**src/cbb_pkg.sv**
```systemverilog
// ----------------------------------------------------------------------------
// cbb_pkg: shared types, constants and coefficient table
// Types, default sizes and the band-pass coefficient set used by the cascaded
// biquad filter and its datapath modules.
// ----------------------------------------------------------------------------
package cbb_pkg;

   localparam int SAMPLE_W         = 16;
   localparam int SECTIONS_DEF     = 6;
   localparam int COEF_BITS_DEF    = 24;
   localparam int HISTORY_BITS_DEF = 32;
   localparam int ROM_ROWS         = 6;
   localparam int ROW_W            = $clog2(ROM_ROWS);
   localparam int COEF_SELS        = 4;

   // Coefficient of one row: b0, b2 (= -b0), a1, a2
   typedef enum logic [1:0] {
      COEF_B0,
      COEF_B2,
      COEF_A1,
      COEF_A2
   } coef_sel_type;

   // Product terms of one section, in issue order
   typedef enum logic [1:0] {
      TERM_X2,
      TERM_Y1,
      TERM_Y2,
      TERM_X
   } term_type;

   typedef enum logic [1:0] {
      ST_IDLE,
      ST_RUN,
      ST_DRAIN,
      ST_DELIVER
   } state_type;

   // One issue slot of the shared multiply-accumulate unit
   typedef struct packed {
      logic valid;
      logic hi;     // upper half of the history operand
      logic first;  // first term of a section: restart the sum
      logic neg;    // term is subtracted
      logic last;   // last term of a section
   } mac_op_type;

   // Coefficients in units of 1/10000: b0, a1, a2 per row
   localparam int COEF_TENK [ROM_ROWS][3] = '{
      '{249, -19410, 9503},
      '{315, -19345, 9411},
      '{199, -19878, 9905},
      '{227, -19692, 9804},
      '{378, -19680, 9711},
      '{351, -19478, 9521}
   };

   function automatic int coef_tenk(int row, coef_sel_type sel);
      int v;
      v = 0;
      unique case (sel)
         COEF_B0: v = COEF_TENK[row][0];
         COEF_B2: v = -COEF_TENK[row][0];
         COEF_A1: v = COEF_TENK[row][1];
         COEF_A2: v = COEF_TENK[row][2];
      endcase
      return v;
   endfunction

   // Scale to 2^cfrac, round half away from zero
   function automatic longint coef_fixed(int tenk, int cfrac);
      longint mag;
      longint r;
      mag = (tenk < 0) ? -longint'(tenk) : longint'(tenk);
      r   = (mag * (longint'(1) << cfrac) + 64'sd5000) / 64'sd10000;
      return (tenk < 0) ? -r : r;
   endfunction

endpackage

```
**src/cbb_history.sv**
```systemverilog
// ----------------------------------------------------------------------------
// cbb_history: per-section delay storage
// Holds x1, x2, y1, y2 of every section. One read index, one write index;
// a write updates all four delays of one section at once.
// ----------------------------------------------------------------------------
module cbb_history
   import cbb_pkg::*;
#(
   parameter int SECTIONS     = SECTIONS_DEF,
   parameter int HISTORY_BITS = HISTORY_BITS_DEF,
   localparam int SEC_W       = (SECTIONS > 1) ? $clog2(SECTIONS) : 1
) (
   input  logic                           clock,
   input  logic                           reset,
   input  logic [SEC_W-1:0]               rd_idx,
   output logic signed [HISTORY_BITS-1:0] rd_x1,
   output logic signed [HISTORY_BITS-1:0] rd_x2,
   output logic signed [HISTORY_BITS-1:0] rd_y1,
   output logic signed [HISTORY_BITS-1:0] rd_y2,
   input  logic                           wr_en,
   input  logic [SEC_W-1:0]               wr_idx,
   input  logic signed [HISTORY_BITS-1:0] wr_x1,
   input  logic signed [HISTORY_BITS-1:0] wr_x2,
   input  logic signed [HISTORY_BITS-1:0] wr_y1,
   input  logic signed [HISTORY_BITS-1:0] wr_y2
);

   logic signed [HISTORY_BITS-1:0] x1_ff [SECTIONS];
   logic signed [HISTORY_BITS-1:0] x2_ff [SECTIONS];
   logic signed [HISTORY_BITS-1:0] y1_ff [SECTIONS];
   logic signed [HISTORY_BITS-1:0] y2_ff [SECTIONS];

   always_ff @(posedge clock) begin
      if (reset) begin
         for (int i = 0; i < SECTIONS; i++) begin
            x1_ff[i] <= '0;
            x2_ff[i] <= '0;
            y1_ff[i] <= '0;
            y2_ff[i] <= '0;
         end
      end else if (wr_en) begin
         x1_ff[wr_idx] <= wr_x1;
         x2_ff[wr_idx] <= wr_x2;
         y1_ff[wr_idx] <= wr_y1;
         y2_ff[wr_idx] <= wr_y2;
      end
   end

   assign rd_x1 = x1_ff[rd_idx];
   assign rd_x2 = x2_ff[rd_idx];
   assign rd_y1 = y1_ff[rd_idx];
   assign rd_y2 = y2_ff[rd_idx];

endmodule

```
**src/cbb_mac.sv**
```systemverilog
// ----------------------------------------------------------------------------
// cbb_mac: shared multiply-accumulate unit
// Three-stage pipe: coefficient times one half of a history word, exact
// product assembly, then floor to history format and add/subtract into the
// section sum. done pulses when the last term of a section has landed.
// ----------------------------------------------------------------------------
module cbb_mac
   import cbb_pkg::*;
#(
   parameter int COEF_BITS    = COEF_BITS_DEF,
   parameter int HISTORY_BITS = HISTORY_BITS_DEF,
   localparam int SUM_W       = HISTORY_BITS + 4
) (
   input  logic                           clock,
   input  logic                           reset,
   input  mac_op_type                     op,
   input  logic signed [COEF_BITS-1:0]    coef,
   input  logic signed [HISTORY_BITS-1:0] hist,
   output logic signed [SUM_W-1:0]        sum,
   output logic                           done
);

   localparam int LO_W   = HISTORY_BITS / 2;
   localparam int HI_W   = HISTORY_BITS - LO_W;
   localparam int OP_W   = HI_W + 1;
   localparam int PROD_W = COEF_BITS + OP_W;
   localparam int TERM_W = COEF_BITS + HISTORY_BITS;
   localparam int CFRAC  = COEF_BITS - 2;

   logic signed [OP_W-1:0]   half_op;
   logic signed [PROD_W-1:0] prod_in;
   logic signed [PROD_W-1:0] prod_ff;
   logic signed [TERM_W-1:0] prod_ext;
   logic signed [TERM_W-1:0] term_in;
   logic signed [TERM_W-1:0] term_ff;
   logic signed [TERM_W-1:0] term_shr;
   logic signed [SUM_W-1:0]  scaled;
   logic signed [SUM_W-1:0]  sum_in;
   logic signed [SUM_W-1:0]  sum_ff;
   mac_op_type               tag1_ff;
   mac_op_type               tag2_ff;
   logic                     done_ff;

   // low half is unsigned, high half carries the sign
   assign half_op = op.hi ? {hist[HISTORY_BITS-1], hist[HISTORY_BITS-1:LO_W]}
                          : {{(OP_W-LO_W){1'b0}}, hist[LO_W-1:0]};
   assign prod_in = coef * half_op;

   assign prod_ext = TERM_W'(prod_ff);
   assign term_in  = tag1_ff.hi ? term_ff + (prod_ext <<< LO_W) : prod_ext;

   // floor of the exact product to history format
   assign term_shr = term_ff >>> CFRAC;
   assign scaled   = SUM_W'(term_shr);

   always_comb begin
      sum_in = sum_ff;
      if (tag2_ff.valid && tag2_ff.hi) begin
         priority if (tag2_ff.first && tag2_ff.neg) sum_in = -scaled;
         else if (tag2_ff.first)                    sum_in = scaled;
         else if (tag2_ff.neg)                      sum_in = sum_ff - scaled;
         else                                       sum_in = sum_ff + scaled;
      end
   end

   always_ff @(posedge clock) begin
      if (reset) begin
         tag1_ff <= '0;
         tag2_ff <= '0;
         done_ff <= 1'b0;
      end else begin
         tag1_ff <= op;
         tag2_ff <= tag1_ff;
         done_ff <= tag2_ff.valid && tag2_ff.hi && tag2_ff.last;
      end
   end

   always_ff @(posedge clock) begin
      prod_ff <= prod_in;
      if (tag1_ff.valid) begin
         term_ff <= term_in;
      end
      sum_ff <= sum_in;
   end

   assign sum  = sum_ff;
   assign done = done_ff;

endmodule

```
**src/cascaded_biquad_bandpass.sv**
```systemverilog
// ----------------------------------------------------------------------------
// cascaded_biquad_bandpass: six-section band-pass filter, stereo in, mono out
// Averages a stereo sample pair and runs it through a cascade of direct-form-I
// biquad sections on one shared multiply-accumulate unit.
// ----------------------------------------------------------------------------
// req_stall is high from the acceptance of an item until its result is
// loaded into the output register, which is when it is offered. Each
// section costs four products, and each product passes the single
// multiplier twice, once per half of the history word; the next section's
// history terms issue while the previous section's sum still drains, so the
// multiplier runs every cycle of a section. A finished result waits in the
// output register, and a new item is accepted while it waits. Coefficients
// are Q2.(COEF_BITS-2); history is Q16.(HISTORY_BITS-16), saturated per
// section. The 16-bit result is the last section's output truncated toward
// zero. All section delays clear at reset.
// ----------------------------------------------------------------------------
module cascaded_biquad_bandpass
   import cbb_pkg::*;
#(
   parameter int SECTIONS     = SECTIONS_DEF,
   parameter int COEF_BITS    = COEF_BITS_DEF,
   parameter int HISTORY_BITS = HISTORY_BITS_DEF
) (
   input  logic                       clock,
   input  logic                       reset,
   input  logic                       req_valid,
   output logic                       req_stall,
   input  logic signed [SAMPLE_W-1:0] req_left_sample,
   input  logic signed [SAMPLE_W-1:0] req_right_sample,
   output logic                       rsp_valid,
   input  logic                       rsp_stall,
   output logic signed [SAMPLE_W-1:0] rsp_filtered_sample
);

   localparam int SEC_W = (SECTIONS > 1) ? $clog2(SECTIONS) : 1;
   localparam int SUM_W = HISTORY_BITS + 4;
   localparam int HFRAC = HISTORY_BITS - SAMPLE_W;
   localparam logic [SEC_W-1:0] LAST_SEC = SEC_W'(SECTIONS - 1);
   localparam logic [ROW_W-1:0] LAST_ROW = ROW_W'(ROM_ROWS - 1);

   // Sequencer state
   state_type                      state_ff, state_in;
   term_type                       term_ff, term_in;
   logic                           half_ff, half_in;
   logic [SEC_W-1:0]               sec_ff, sec_in;
   logic [ROW_W-1:0]               row_ff, row_in;

   // Datapath registers
   logic signed [HISTORY_BITS-1:0] x_ff, x_in;        // current section input
   logic signed [HISTORY_BITS-1:0] wb_x1_ff, wb_x1_in;
   logic signed [HISTORY_BITS-1:0] wb_y1_ff, wb_y1_in;
   logic [SEC_W-1:0]               wb_idx_ff, wb_idx_in;
   logic                           rsp_valid_ff, rsp_valid_in;
   logic signed [SAMPLE_W-1:0]     rsp_sample_ff, rsp_sample_in;

   // Constant coefficient table, folded at elaboration
   logic signed [COEF_BITS-1:0]    coef_rom [ROM_ROWS][COEF_SELS];
   coef_sel_type                   coef_sel;

   // History and MAC hookup
   logic signed [HISTORY_BITS-1:0] hist_x1, hist_x2, hist_y1, hist_y2;
   mac_op_type                     mac_op;
   logic signed [HISTORY_BITS-1:0] mac_hist;
   logic signed [SUM_W-1:0]        mac_sum;
   logic                           mac_done;

   logic signed [HISTORY_BITS-1:0] y_sat;
   logic signed [SAMPLE_W:0]       pair_sum;
   logic signed [SAMPLE_W:0]       pair_adj;
   logic signed [HISTORY_BITS-1:0] x_from_req;
   logic signed [SAMPLE_W-1:0]     out_sample;

   for (genvar r = 0; r < ROM_ROWS; r++) begin : g_row
      for (genvar c = 0; c < COEF_SELS; c++) begin : g_sel
         assign coef_rom[r][c] =
            COEF_BITS'(coef_fixed(coef_tenk(r, coef_sel_type'(c)), COEF_BITS - 2));
      end
   end

   cbb_history #(
      .SECTIONS     (SECTIONS),
      .HISTORY_BITS (HISTORY_BITS)
   ) u_history (
      .clock  (clock),
      .reset  (reset),
      .rd_idx (sec_ff),
      .rd_x1  (hist_x1),
      .rd_x2  (hist_x2),
      .rd_y1  (hist_y1),
      .rd_y2  (hist_y2),
      .wr_en  (mac_done),
      .wr_idx (wb_idx_ff),
      .wr_x1  (x_ff),
      .wr_x2  (wb_x1_ff),
      .wr_y1  (y_sat),
      .wr_y2  (wb_y1_ff)
   );

   cbb_mac #(
      .COEF_BITS    (COEF_BITS),
      .HISTORY_BITS (HISTORY_BITS)
   ) u_mac (
      .clock (clock),
      .reset (reset),
      .op    (mac_op),
      .coef  (coef_rom[row_ff][coef_sel]),
      .hist  (mac_hist),
      .sum   (mac_sum),
      .done  (mac_done)
   );

   // Stereo average, truncated toward zero: bump every negative sum by one before halving
   assign pair_sum   = {req_left_sample[SAMPLE_W-1], req_left_sample}
                     + {req_right_sample[SAMPLE_W-1], req_right_sample};
   assign pair_adj   = pair_sum + {{SAMPLE_W{1'b0}}, pair_sum[SAMPLE_W]};
   assign x_from_req = {pair_adj[SAMPLE_W:1], {HFRAC{1'b0}}};

   // Section output saturates to the history range
   always_comb begin
      if ((&mac_sum[SUM_W-1:HISTORY_BITS-1]) || !(|mac_sum[SUM_W-1:HISTORY_BITS-1])) begin
         y_sat = mac_sum[HISTORY_BITS-1:0];
      end else if (mac_sum[SUM_W-1]) begin
         y_sat = {1'b1, {(HISTORY_BITS-1){1'b0}}};
      end else begin
         y_sat = {1'b0, {(HISTORY_BITS-1){1'b1}}};
      end
   end

   // Integer part toward zero; the history range already fits 16 bits
   assign out_sample = x_ff[HISTORY_BITS-1:HFRAC]
                     + {{(SAMPLE_W-1){1'b0}}, x_ff[HISTORY_BITS-1] && (|x_ff[HFRAC-1:0])};

   always_comb begin
      state_in      = state_ff;
      term_in       = term_ff;
      half_in       = half_ff;
      sec_in        = sec_ff;
      row_in        = row_ff;
      x_in          = x_ff;
      wb_x1_in      = wb_x1_ff;
      wb_y1_in      = wb_y1_ff;
      wb_idx_in     = wb_idx_ff;
      rsp_valid_in  = rsp_valid_ff && rsp_stall;
      rsp_sample_in = rsp_sample_ff;
      mac_op        = '0;
      coef_sel      = COEF_B0;
      mac_hist      = x_ff;

      // finished section: its output feeds the next section
      if (mac_done) begin
         x_in = y_sat;
      end

      unique case (state_ff)
         ST_IDLE: begin
            if (req_valid) begin
               state_in = ST_RUN;
               term_in  = TERM_X2;
               half_in  = 1'b0;
               sec_in   = '0;
               row_in   = '0;
               x_in     = x_from_req;
            end
         end

         ST_RUN: begin
            // history terms first, so they can issue while the previous sum drains
            mac_op.valid = 1'b1;
            mac_op.hi    = half_ff;
            mac_op.first = (term_ff == TERM_X2);
            mac_op.neg   = (term_ff == TERM_Y1) || (term_ff == TERM_Y2);
            mac_op.last  = (term_ff == TERM_X);
            unique case (term_ff)
               TERM_X2: begin
                  coef_sel = COEF_B2;
                  mac_hist = hist_x2;
               end
               TERM_Y1: begin
                  coef_sel = COEF_A1;
                  mac_hist = hist_y1;
               end
               TERM_Y2: begin
                  coef_sel = COEF_A2;
                  mac_hist = hist_y2;
               end
               TERM_X: begin
                  coef_sel = COEF_B0;
                  mac_hist = x_ff;
               end
            endcase

            half_in = !half_ff;
            if (half_ff) begin
               unique case (term_ff)
                  TERM_X2: term_in = TERM_Y1;
                  TERM_Y1: term_in = TERM_Y2;
                  TERM_Y2: term_in = TERM_X;
                  TERM_X: begin
                     term_in   = TERM_X2;
                     // delays to shift at write-back of this section
                     wb_x1_in  = hist_x1;
                     wb_y1_in  = hist_y1;
                     wb_idx_in = sec_ff;
                     if (sec_ff == LAST_SEC) begin
                        state_in = ST_DRAIN;
                     end else begin
                        sec_in = sec_ff + 1'b1;
                        row_in = (row_ff == LAST_ROW) ? '0 : row_ff + 1'b1;
                     end
                  end
               endcase
            end
         end

         ST_DRAIN: begin
            if (mac_done) begin
               state_in = ST_DELIVER;
            end
         end

         ST_DELIVER: begin
            if (!rsp_valid_ff || !rsp_stall) begin
               rsp_valid_in  = 1'b1;
               rsp_sample_in = out_sample;
               state_in      = ST_IDLE;
            end
         end
      endcase
   end

   always_ff @(posedge clock) begin
      if (reset) begin
         state_ff     <= ST_IDLE;
         term_ff      <= TERM_X2;
         half_ff      <= 1'b0;
         sec_ff       <= '0;
         row_ff       <= '0;
         wb_idx_ff    <= '0;
         rsp_valid_ff <= 1'b0;
      end else begin
         state_ff     <= state_in;
         term_ff      <= term_in;
         half_ff      <= half_in;
         sec_ff       <= sec_in;
         row_ff       <= row_in;
         wb_idx_ff    <= wb_idx_in;
         rsp_valid_ff <= rsp_valid_in;
      end
   end

   always_ff @(posedge clock) begin
      x_ff          <= x_in;
      wb_x1_ff      <= wb_x1_in;
      wb_y1_ff      <= wb_y1_in;
      rsp_sample_ff <= rsp_sample_in;
   end

   assign req_stall           = (state_ff != ST_IDLE);
   assign rsp_valid           = rsp_valid_ff;
   assign rsp_filtered_sample = rsp_sample_ff;

`ifndef SYNTHESIS
   // a section can only complete while a sample is in flight
   a_done_in_flight: assert property (@(posedge clock) disable iff (reset)
      mac_done |-> (state_ff == ST_RUN || state_ff == ST_DRAIN))
      else $error("section completed with no sample in flight");

   // the drain ends on the write-back of the final section
   a_drain_last: assert property (@(posedge clock) disable iff (reset)
      (state_ff == ST_DRAIN && mac_done) |-> (wb_idx_ff == LAST_SEC))
      else $error("drain finished on a section other than the last");

   // coefficient row tracks the section index within the table
   a_row_range: assert property (@(posedge clock) disable iff (reset)
      (state_ff == ST_RUN) |-> (row_ff <= LAST_ROW && sec_ff <= LAST_SEC))
      else $error("section or coefficient row out of range");

   // a new item starts from the first term of section zero
   a_start: assert property (@(posedge clock) disable iff (reset)
      (state_ff == ST_IDLE && req_valid) |=>
         (state_ff == ST_RUN && sec_ff == '0 && row_ff == '0 && term_ff == TERM_X2 && !half_ff))
      else $error("item did not start at the first section");
`endif

endmodule
```
**config.mk**
```make
export PLATFORM = sky130hd
export DESIGN_NAME = cascaded_biquad_bandpass
export DESIGN_NICKNAME = d
export VERILOG_FILES = /design/src/cbb_pkg.sv /design/src/cbb_history.sv /design/src/cbb_mac.sv /design/src/cascaded_biquad_bandpass.sv
export SDC_FILE = /design/constraint.sdc
export NUM_CORES = 2
export LEC_CHECK = 0
export ABC_AREA = 1
export BUFFER_PORTS_ARGS = -buffer_cell sky130_fd_sc_hd__buf_2
export CAP_MARGIN = 20
export CORE_MARGIN = 2
export CORE_UTILIZATION = 60
export DETAILED_ROUTE_END_ITERATION = 7
export PLACE_DENSITY = 0.76
export RECOVER_POWER = 100
export SLEW_MARGIN = 30
export SYNTH_ARGS = -nofsm -noshare
export SYNTH_HDL_FRONTEND = slang
export SYNTH_HIERARCHICAL = 1
export SYNTH_SLANG_ARGS = --single-unit
```
**constraint.sdc**
```tcl
create_clock -name clock -period 11.2 [get_ports clock]
set_input_delay 1.68 -clock clock [delete_from_list [all_inputs] [get_ports clock]]
set_output_delay 1.68 -clock clock [all_outputs]
set_load 0.01 [all_outputs]
```
# ---- Word-level counts from Yosys, hierarchy flattened
# Memories as Yosys holds them, arrays and structs flattened. A register that Yosys moved wholly into a read port is not among the register bits.
# Index checks and enable logic that the tools add are counted.
dict set report word_totals {
  memories 5
  romBits 768
  reg_bits 239
  output_inout_bits 18
  ramBits 768
  elab_cells 156
}
dict set report classes {
  muxes 67
  n_mul 1
  addsub 9
  magnitude_cmp 2
  n_eq_ne 15
  bitwise 3
  reduce_logical 30
}
# name depth width read_ports rd_ports_with_merged_regs write_ports line_no
set memory_table {}
lappend memory_table {{(no name shown)} 8 96 1 0 0 cascaded_biquad_bandpass.sv:106} ;# .coef (coef_rom[row_ff][coef_sel]),
lappend memory_table {u_history.x1_ff 6 32 1 1 6 cbb_history.sv:28} ;# logic signed [HISTORY_BITS-1:0] x1_ff [SECTIONS];
lappend memory_table {u_history.x2_ff 6 32 1 1 6 cbb_history.sv:29} ;# logic signed [HISTORY_BITS-1:0] x2_ff [SECTIONS];
lappend memory_table {u_history.y1_ff 6 32 1 1 6 cbb_history.sv:30} ;# logic signed [HISTORY_BITS-1:0] y1_ff [SECTIONS];
lappend memory_table {u_history.y2_ff 6 32 1 1 6 cbb_history.sv:31} ;# logic signed [HISTORY_BITS-1:0] y2_ff [SECTIONS];
# operator count
set op_table {}
lappend op_table {{2-to-1 mux 32 bit} 10}
lappend op_table {{2-to-1 mux 96 bit} 2}
lappend op_table {{one-hot mux 32 bit (4 select lines)} 1}
lappend op_table {{OR reduction 32 bit} 4}
lappend op_table {{2-to-1 mux 36 bit} 3}
lappend op_table {{adder 56 bit} 1}
lappend op_table {{2-to-1 mux 56 bit} 1}
lappend op_table {{2-to-1 mux 3 bit} 18}
lappend op_table {{binary-select mux 24 bit (select 2 bit)} 1}
lappend op_table {{2-to-1 mux 24 bit} 2}
lappend op_table {{multiplier 24 x 17 -> 41 bit} 1}
lappend op_table {{adder 36 x 34 -> 36 bit} 1}
lappend op_table {{negation 34 -> 36 bit} 1}
lappend op_table {{subtractor 36 x 34 -> 36 bit} 1}
lappend op_table {{2-to-1 mux 2 bit} 9}
lappend op_table {{adder 16 x 16 -> 17 bit} 1}
lappend op_table {{adder 17 x 1 -> 17 bit} 1}
lappend op_table {{2-to-1 mux 17 bit} 1}
lappend op_table {{adder 16 x 1 -> 16 bit} 1}
lappend op_table {{one-hot mux 2 bit (4 select lines)} 2}
lappend op_table {{OR reduction 16 bit} 1}
lappend op_table {{2-to-1 mux 1 bit} 12}
lappend op_table {{!= test 2 bit, second input constant} 6}
lappend op_table {{one-hot mux 3 bit (2 select lines)} 2}
lappend op_table {{24 further kinds} 44}

# ---- Depth between registers and ports, before layout
dict set report depth {
  word_depth 8
  mapped_depth 38
  mapped_depth_nobuf 34
}

# ---- Cells and area by module
# The synthesis kept the hierarchy.
# mod n_inst area_each_um2 cells_per_inst
set modules_own_cells {}
lappend modules_own_cells {cbb_history 1 48240.0 5434}
lappend modules_own_cells {cbb_mac 1 25946.1 3550}
lappend modules_own_cells {cascaded_biquad_bandpass 1 8174.1 1083}

# ---- Worst setup path before layout
# OpenSTA, ideal clock, no wires.
dict set report synth_path {
  kind {input to register}
  start {in reset}
  end {mem u_history/x1_ff[6][0] (netlist name) (enable)}
  arrival_time_ps 7668
  slack_ps 2916
  setup_time_ps 617
  stages 7
  path_cell_list {inv_2 -> nand2_2 -> inv_2 -> buf_2 -> buf_4 -> nand3_1 -> nor2_1}
}
# item line_no
set synth_rtl {}
lappend synth_rtl {{start, declared} cascaded_biquad_bandpass.sv:25} ;# input logic reset,
lappend synth_rtl {{end, declared} cbb_history.sv:28}

==> run_summary.xml <==
<?xml version="1.0" encoding="UTF-8"?>
<metrics>
  <group name="worst_setup_path">
    <metric name="timing.critical_path.from_type" unit="">primary input</metric>
    <metric name="end_kind" unit="">register</metric>
    <metric name="timing.critical_path.cells" unit="">clkbuf_1, inv_1, nand2_1, clkinvlp_2, nand2_1, nand2_4, clkbuf_1, clkbuf_2, nor2_1</metric>
    <metric name="worstPathRequired" unit="ns">11.83</metric>
    <metric name="crit_buf_inv" unit="">5</metric>
    <metric name="timing.setup.critical_path_class" unit="">primary input to register</metric>
    <metric name="timing.critical_path.depth" unit="">9</metric>
    <metric name="timing.critical_path.fanout_max" unit="">70</metric>
    <metric name="timing.critical_path.max_delay_family" unit="">buffers and inverters</metric>
    <metric name="timing.critical_path.arrival" unit="ns">11.28</metric>
    <metric name="cpMaxStageDelayCell" unit="">clkinvlp_2</metric>
    <metric name="worst_path_largest_cell_delay" unit="ns">2.94</metric>
    <metric name="timing.reg2reg.worst_path_depth" unit="">32</metric>
  </group>
  <group name="grt">
    <metric name="global_route.overflow_total" unit="">0</metric>
    <metric name="grt_pass1_wl" unit="µm">376000</metric>
    <metric name="grt_antenna_before_repair" unit="">5</metric>
    <metric name="first_global_vias" unit="">65600</metric>
    <metric name="globalRouteTotalUtil" unit="">0.349</metric>
    <metric name="grt_max_degree" unit="">130</metric>
  </group>
  <group name="die">
    <metric name="die_h" unit="µm">374</metric>
    <metric name="rows" unit="">135</metric>
    <metric name="die-area" unit="µm²">140000</metric>
    <metric name="ios" unit="">54</metric>
    <metric name="effective_utilization_at_floorplan" unit="">0.606</metric>
    <metric name="floorplan.die.width" unit="µm">374</metric>
    <metric name="core_area" unit="µm²">136000</metric>
  </group>
  <group name="job">
    <metric name="max_cap_violations" unit="">33</metric>
  </group>
  <group name="detailed_routing">
    <metric name="avgRoutedWirePerCell" unit="µm">20.9</metric>
    <metric name="drc_errors" unit="">0</metric>
    <metric name="drt-pass1-iter-count" unit="">7</metric>
    <metric name="drt-total-wl" unit="µm">247000</metric>
    <metric name="antenna_nets_post_route" unit="">0</metric>
    <metric name="detail_route.iter0.violations" unit="">8214</metric>
    <metric name="avgViaCountPerCell" unit="">5.69</metric>
    <metric name="detailroute.via_count" unit="">67400</metric>
  </group>
  <group name="worst_hold_path">
    <metric name="min-delay-path-class" unit="">register to register</metric>
    <metric name="worstHoldPathCells" unit="">2</metric>
  </group>
  <group name="clocking">
    <metric name="clkSlewWorstSetupHoldPaths" unit="ns">0.06</metric>
    <metric name="clk_latency" unit="ns">0.82</metric>
    <metric name="numCtsBuffers" unit="">137</metric>
    <metric name="clockBufferDepth" unit="">3</metric>
    <metric name="hold_buffers" unit="">0</metric>
    <metric name="clockRootBuffer" unit="">clkbuf_16</metric>
    <metric name="clock_sinks" unit="">1279</metric>
    <metric name="ctsHtreeMaxLevel" unit="">4</metric>
    <metric name="postcts_setup_bufs" unit="">0</metric>
    <metric name="cts_tree" unit="">done</metric>
    <metric name="post_cts.resized_instances" unit="">0</metric>
  </group>
  <group name="layout">
    <metric name="post_route_cells_drive_above_1_share" unit="">0.0422</metric>
    <metric name="finish.net_count" unit="">10600</metric>
    <metric name="flow.area_growth_from_synthesis" unit="%">7.27</metric>
    <metric name="seqCellArea" unit="µm²">37400</metric>
    <metric name="multi_input_logic_area" unit="µm²">35400</metric>
    <metric name="filler_cell_count" unit="">11200</metric>
  </group>
  <group name="timing">
    <metric name="finalWorstPathRequiredPeriod" unit="ns">10.65</metric>
    <metric name="max_slew.worst_pin.slew" unit="ns">4.65</metric>
    <metric name="final-max-slew-violation-count" unit="">1511</metric>
    <metric name="rsz0062_at_grt" unit="">false</metric>
    <metric name="timing.final.setup_violations" unit="">0</metric>
    <metric name="max_freq" unit="GHz">0.0939</metric>
    <metric name="clock-skew-final" unit="ns">0.0597</metric>
    <metric name="slew_headroom" unit="">-2.10</metric>
    <metric name="report.final.hold_viol_count" unit="">0</metric>
    <metric name="tns" unit="ns">0</metric>
    <metric name="finalCritPeriodShare" unit="">0.951</metric>
  </group>
  <group name="synthesis">
    <metric name="synth_top_area_share" unit="">0.430</metric>
    <metric name="library_cell_occupying_the_most_area_in_the_post_synthesis_netlist" unit="">edfxtp_1</metric>
    <metric name="share_of_async_settable_or_async_resettable_flops_after_synthesis" unit="">0</metric>
    <metric name="synth_warnings" unit="">6</metric>
    <metric name="syn_nets" unit="">10700</metric>
    <metric name="synth_cells" unit="">10100</metric>
    <metric name="synthTopCellsByCount" unit="">2,851 x nand2_1, 2,010 x inv_1, 1,196 x nor2_1</metric>
    <metric name="ys.flop_type" unit="">edfxtp_1</metric>
    <metric name="synth_seq_area_share" unit="">0.454</metric>
    <metric name="number_of_flops_mapped_to_enable_cells_by_yosys" unit="">1180</metric>
    <metric name="yosys.area_share.simple" unit="">0.241</metric>
    <metric name="yosys.area_share.adder" unit="">0.131</metric>
    <metric name="synth_xor_xnor_area_share" unit="">0.0112</metric>
    <metric name="synth.lib_cells_used.distinct" unit="">63</metric>
    <metric name="syn_area_per_cell" unit="µm²">8.18</metric>
    <metric name="main_combinational_cell_family_by_area_after_synthesis" unit="">simple AND/OR/NAND/NOR gates</metric>
    <metric name="synth.cell_area" unit="µm²">82400</metric>
    <metric name="ys_ff_latch" unit="">1279</metric>
    <metric name="yosys-top-cells-area" unit="">edfxtp_1 43%, nand2_1 13%, fa_1 9.8%, inv_1 9.2%, nor2_1 5.5%</metric>
    <metric name="synth-compound-area-share" unit="">0.0458</metric>
    <metric name="most_frequent_cell_after_synthesis" unit="">nand2_1</metric>
    <metric name="synth_mux_area_frac" unit="">0.000243</metric>
  </group>
  <group name="outcome">
    <metric name="failed_checks" unit="">max-capacitance violations, max-slew violations</metric>
    <metric name="status" unit="">complete, but fails checks</metric>
  </group>
  <group name="place">
    <metric name="io_buffer_count" unit="">53</metric>
    <metric name="detailed_place_hpwl" unit="µm">160000</metric>
    <metric name="gpl.final_weighted_congestion" unit="">0.989</metric>
  </group>
</metrics>
==> through the flow <==
| step | area (µm²) | hold WS (ns) | instances | setup slack (ns) | util |
|---|---|---|---|---|---|
| after floorplan | 82400 | 0.388 | 10100 | 2.92 | - |
| after global placement | 84100 | 0.410 | 11600 | 1.89 | 0.619 |
| after detailed placement | 84200 | 0.410 | 11600 | 1.69 | 0.620 |
| after CTS | 88700 | 0.429 | 11800 | 1.58 | 0.653 |
| after global routing | 88300 | 0.454 | 11800 | 0.494 | 0.651 |
| final | 88400 | 0.424 | 11800 | 0.550 | 0.651 |
==> kinds of logic (layout without fill, tap and decap cells) <==
group                      count (synthesis)  in the layout
and+or+nand+nor                         4925           4925
AOI/OAI and AO/OA                        687            687
xor gates and xnor gates                 103            103
adders and majority gates                623            623
buffers and inverters                   2448           2447
DFF                                     1279           1279
muxes                                      2              2
other                                      0              2
==> state kept, by name (all words and copies together) (netlist names) <==
register	cells
u_mac/done	1
rsp_valid	1
u_history/x1_ff	256
u_mac/prod_ff	41
wb_y1_ff	32
u_mac/tag2_ff	5
sec_ff	3
row_ff	3
half_ff	1
u_history/x2_ff	256
wb_idx_ff	3
u_mac/tag1_ff	5
state_ff	2
wb_x1_ff	32
x_ff	32
u_history/y1_ff	256
u_history/y2_ff	256
rsp_filtered_sample	16
term_ff	2
u_mac/sum	36
u_mac/term_ff	40
==> routing by layer <==
| metal | up-vias | GRT usage | wire length, µm |
|---|---|---|---|
| met5 | - | 0 | 47 |
| met4 | 6 | 0.156 | 11500 |
| met3 | 680 | 0.0733 | 27300 |
| met2 | 3761 | 0.572 | 116000 |
| met1 | 32100 | 0.448 | 92100 |
| li1 | 30800 | - | - |
==> final timing paths <==
path,slack [ns],end,startpoint
max,0.55,u_history/x1_ff[3][19]$_SDFFCE_PN0P_,reset
min,0.42,u_mac/tag2_ff[2]$_SDFF_PP0_,u_mac/tag1_ff[2]$_SDFF_PP0_
max reg2reg,0.89,u_mac/prod_ff[23]$_DFF_P_,sec_ff[0]$_SDFFE_PP0P_
min reg2reg,0.42,u_mac/tag2_ff[2]$_SDFF_PP0_,u_mac/tag1_ff[2]$_SDFF_PP0_
==> area by class of cell <==
| type | instances | share of cell area |
|---|---|---|
| flip-flops and latches | 1279 | 0.424 |
| multi-input cells | 6340 | 0.401 |
| inverters | 2035 | 0.0867 |
| clock buffers | 172 | 0.0410 |
| well taps | 1781 | 0.0252 |
| repair buffers | 163 | 0.0118 |
| clock inverters | 77 | 0.0107 |
| diodes | 2 | 0.0000566 |
==> layout by cell type, fill, tap and decap left out, types with 7 or more instances in the layout <==
cell / instances
nand2_1: 2849
inv_1: 2008
nor2_1: 1201
edfxtp_1: 1180
nand3_1: 701
fa_1: 404
o21ai_0: 283
a21oi_1: 217
ha_1: 217
clkbuf_16: 138
dfxtp_1: 96
xor2_1: 80
clkbuf_1: 79
buf_4: 62
a31oi_1: 55
nand4_1: 42
o22ai_1: 39
clkinv_1: 35
or2_2: 35
nor3_1: 34
buf_2: 32
clkinv_2: 24
xnor2_1: 21
o21ai_1: 17
nand2_2: 17
o21bai_1: 16
a21o_1: 12
o211ai_1: 11
bufinv_16: 11
inv_2: 9
clkbuf_2: 9
clkinv_16: 8
buf_12: 8
o21ai_2: 7
nor4_1: 7
==> tightest hold or removal path, stage by stage (launching register included) <==
cell and delay (ns):
dfxtp_1 0.30, inv_1 0.05, nor2_1 0.04
Power is not shown: default switching activity piles up to over one toggle a cycle in this logic, so the estimate is an artifact.
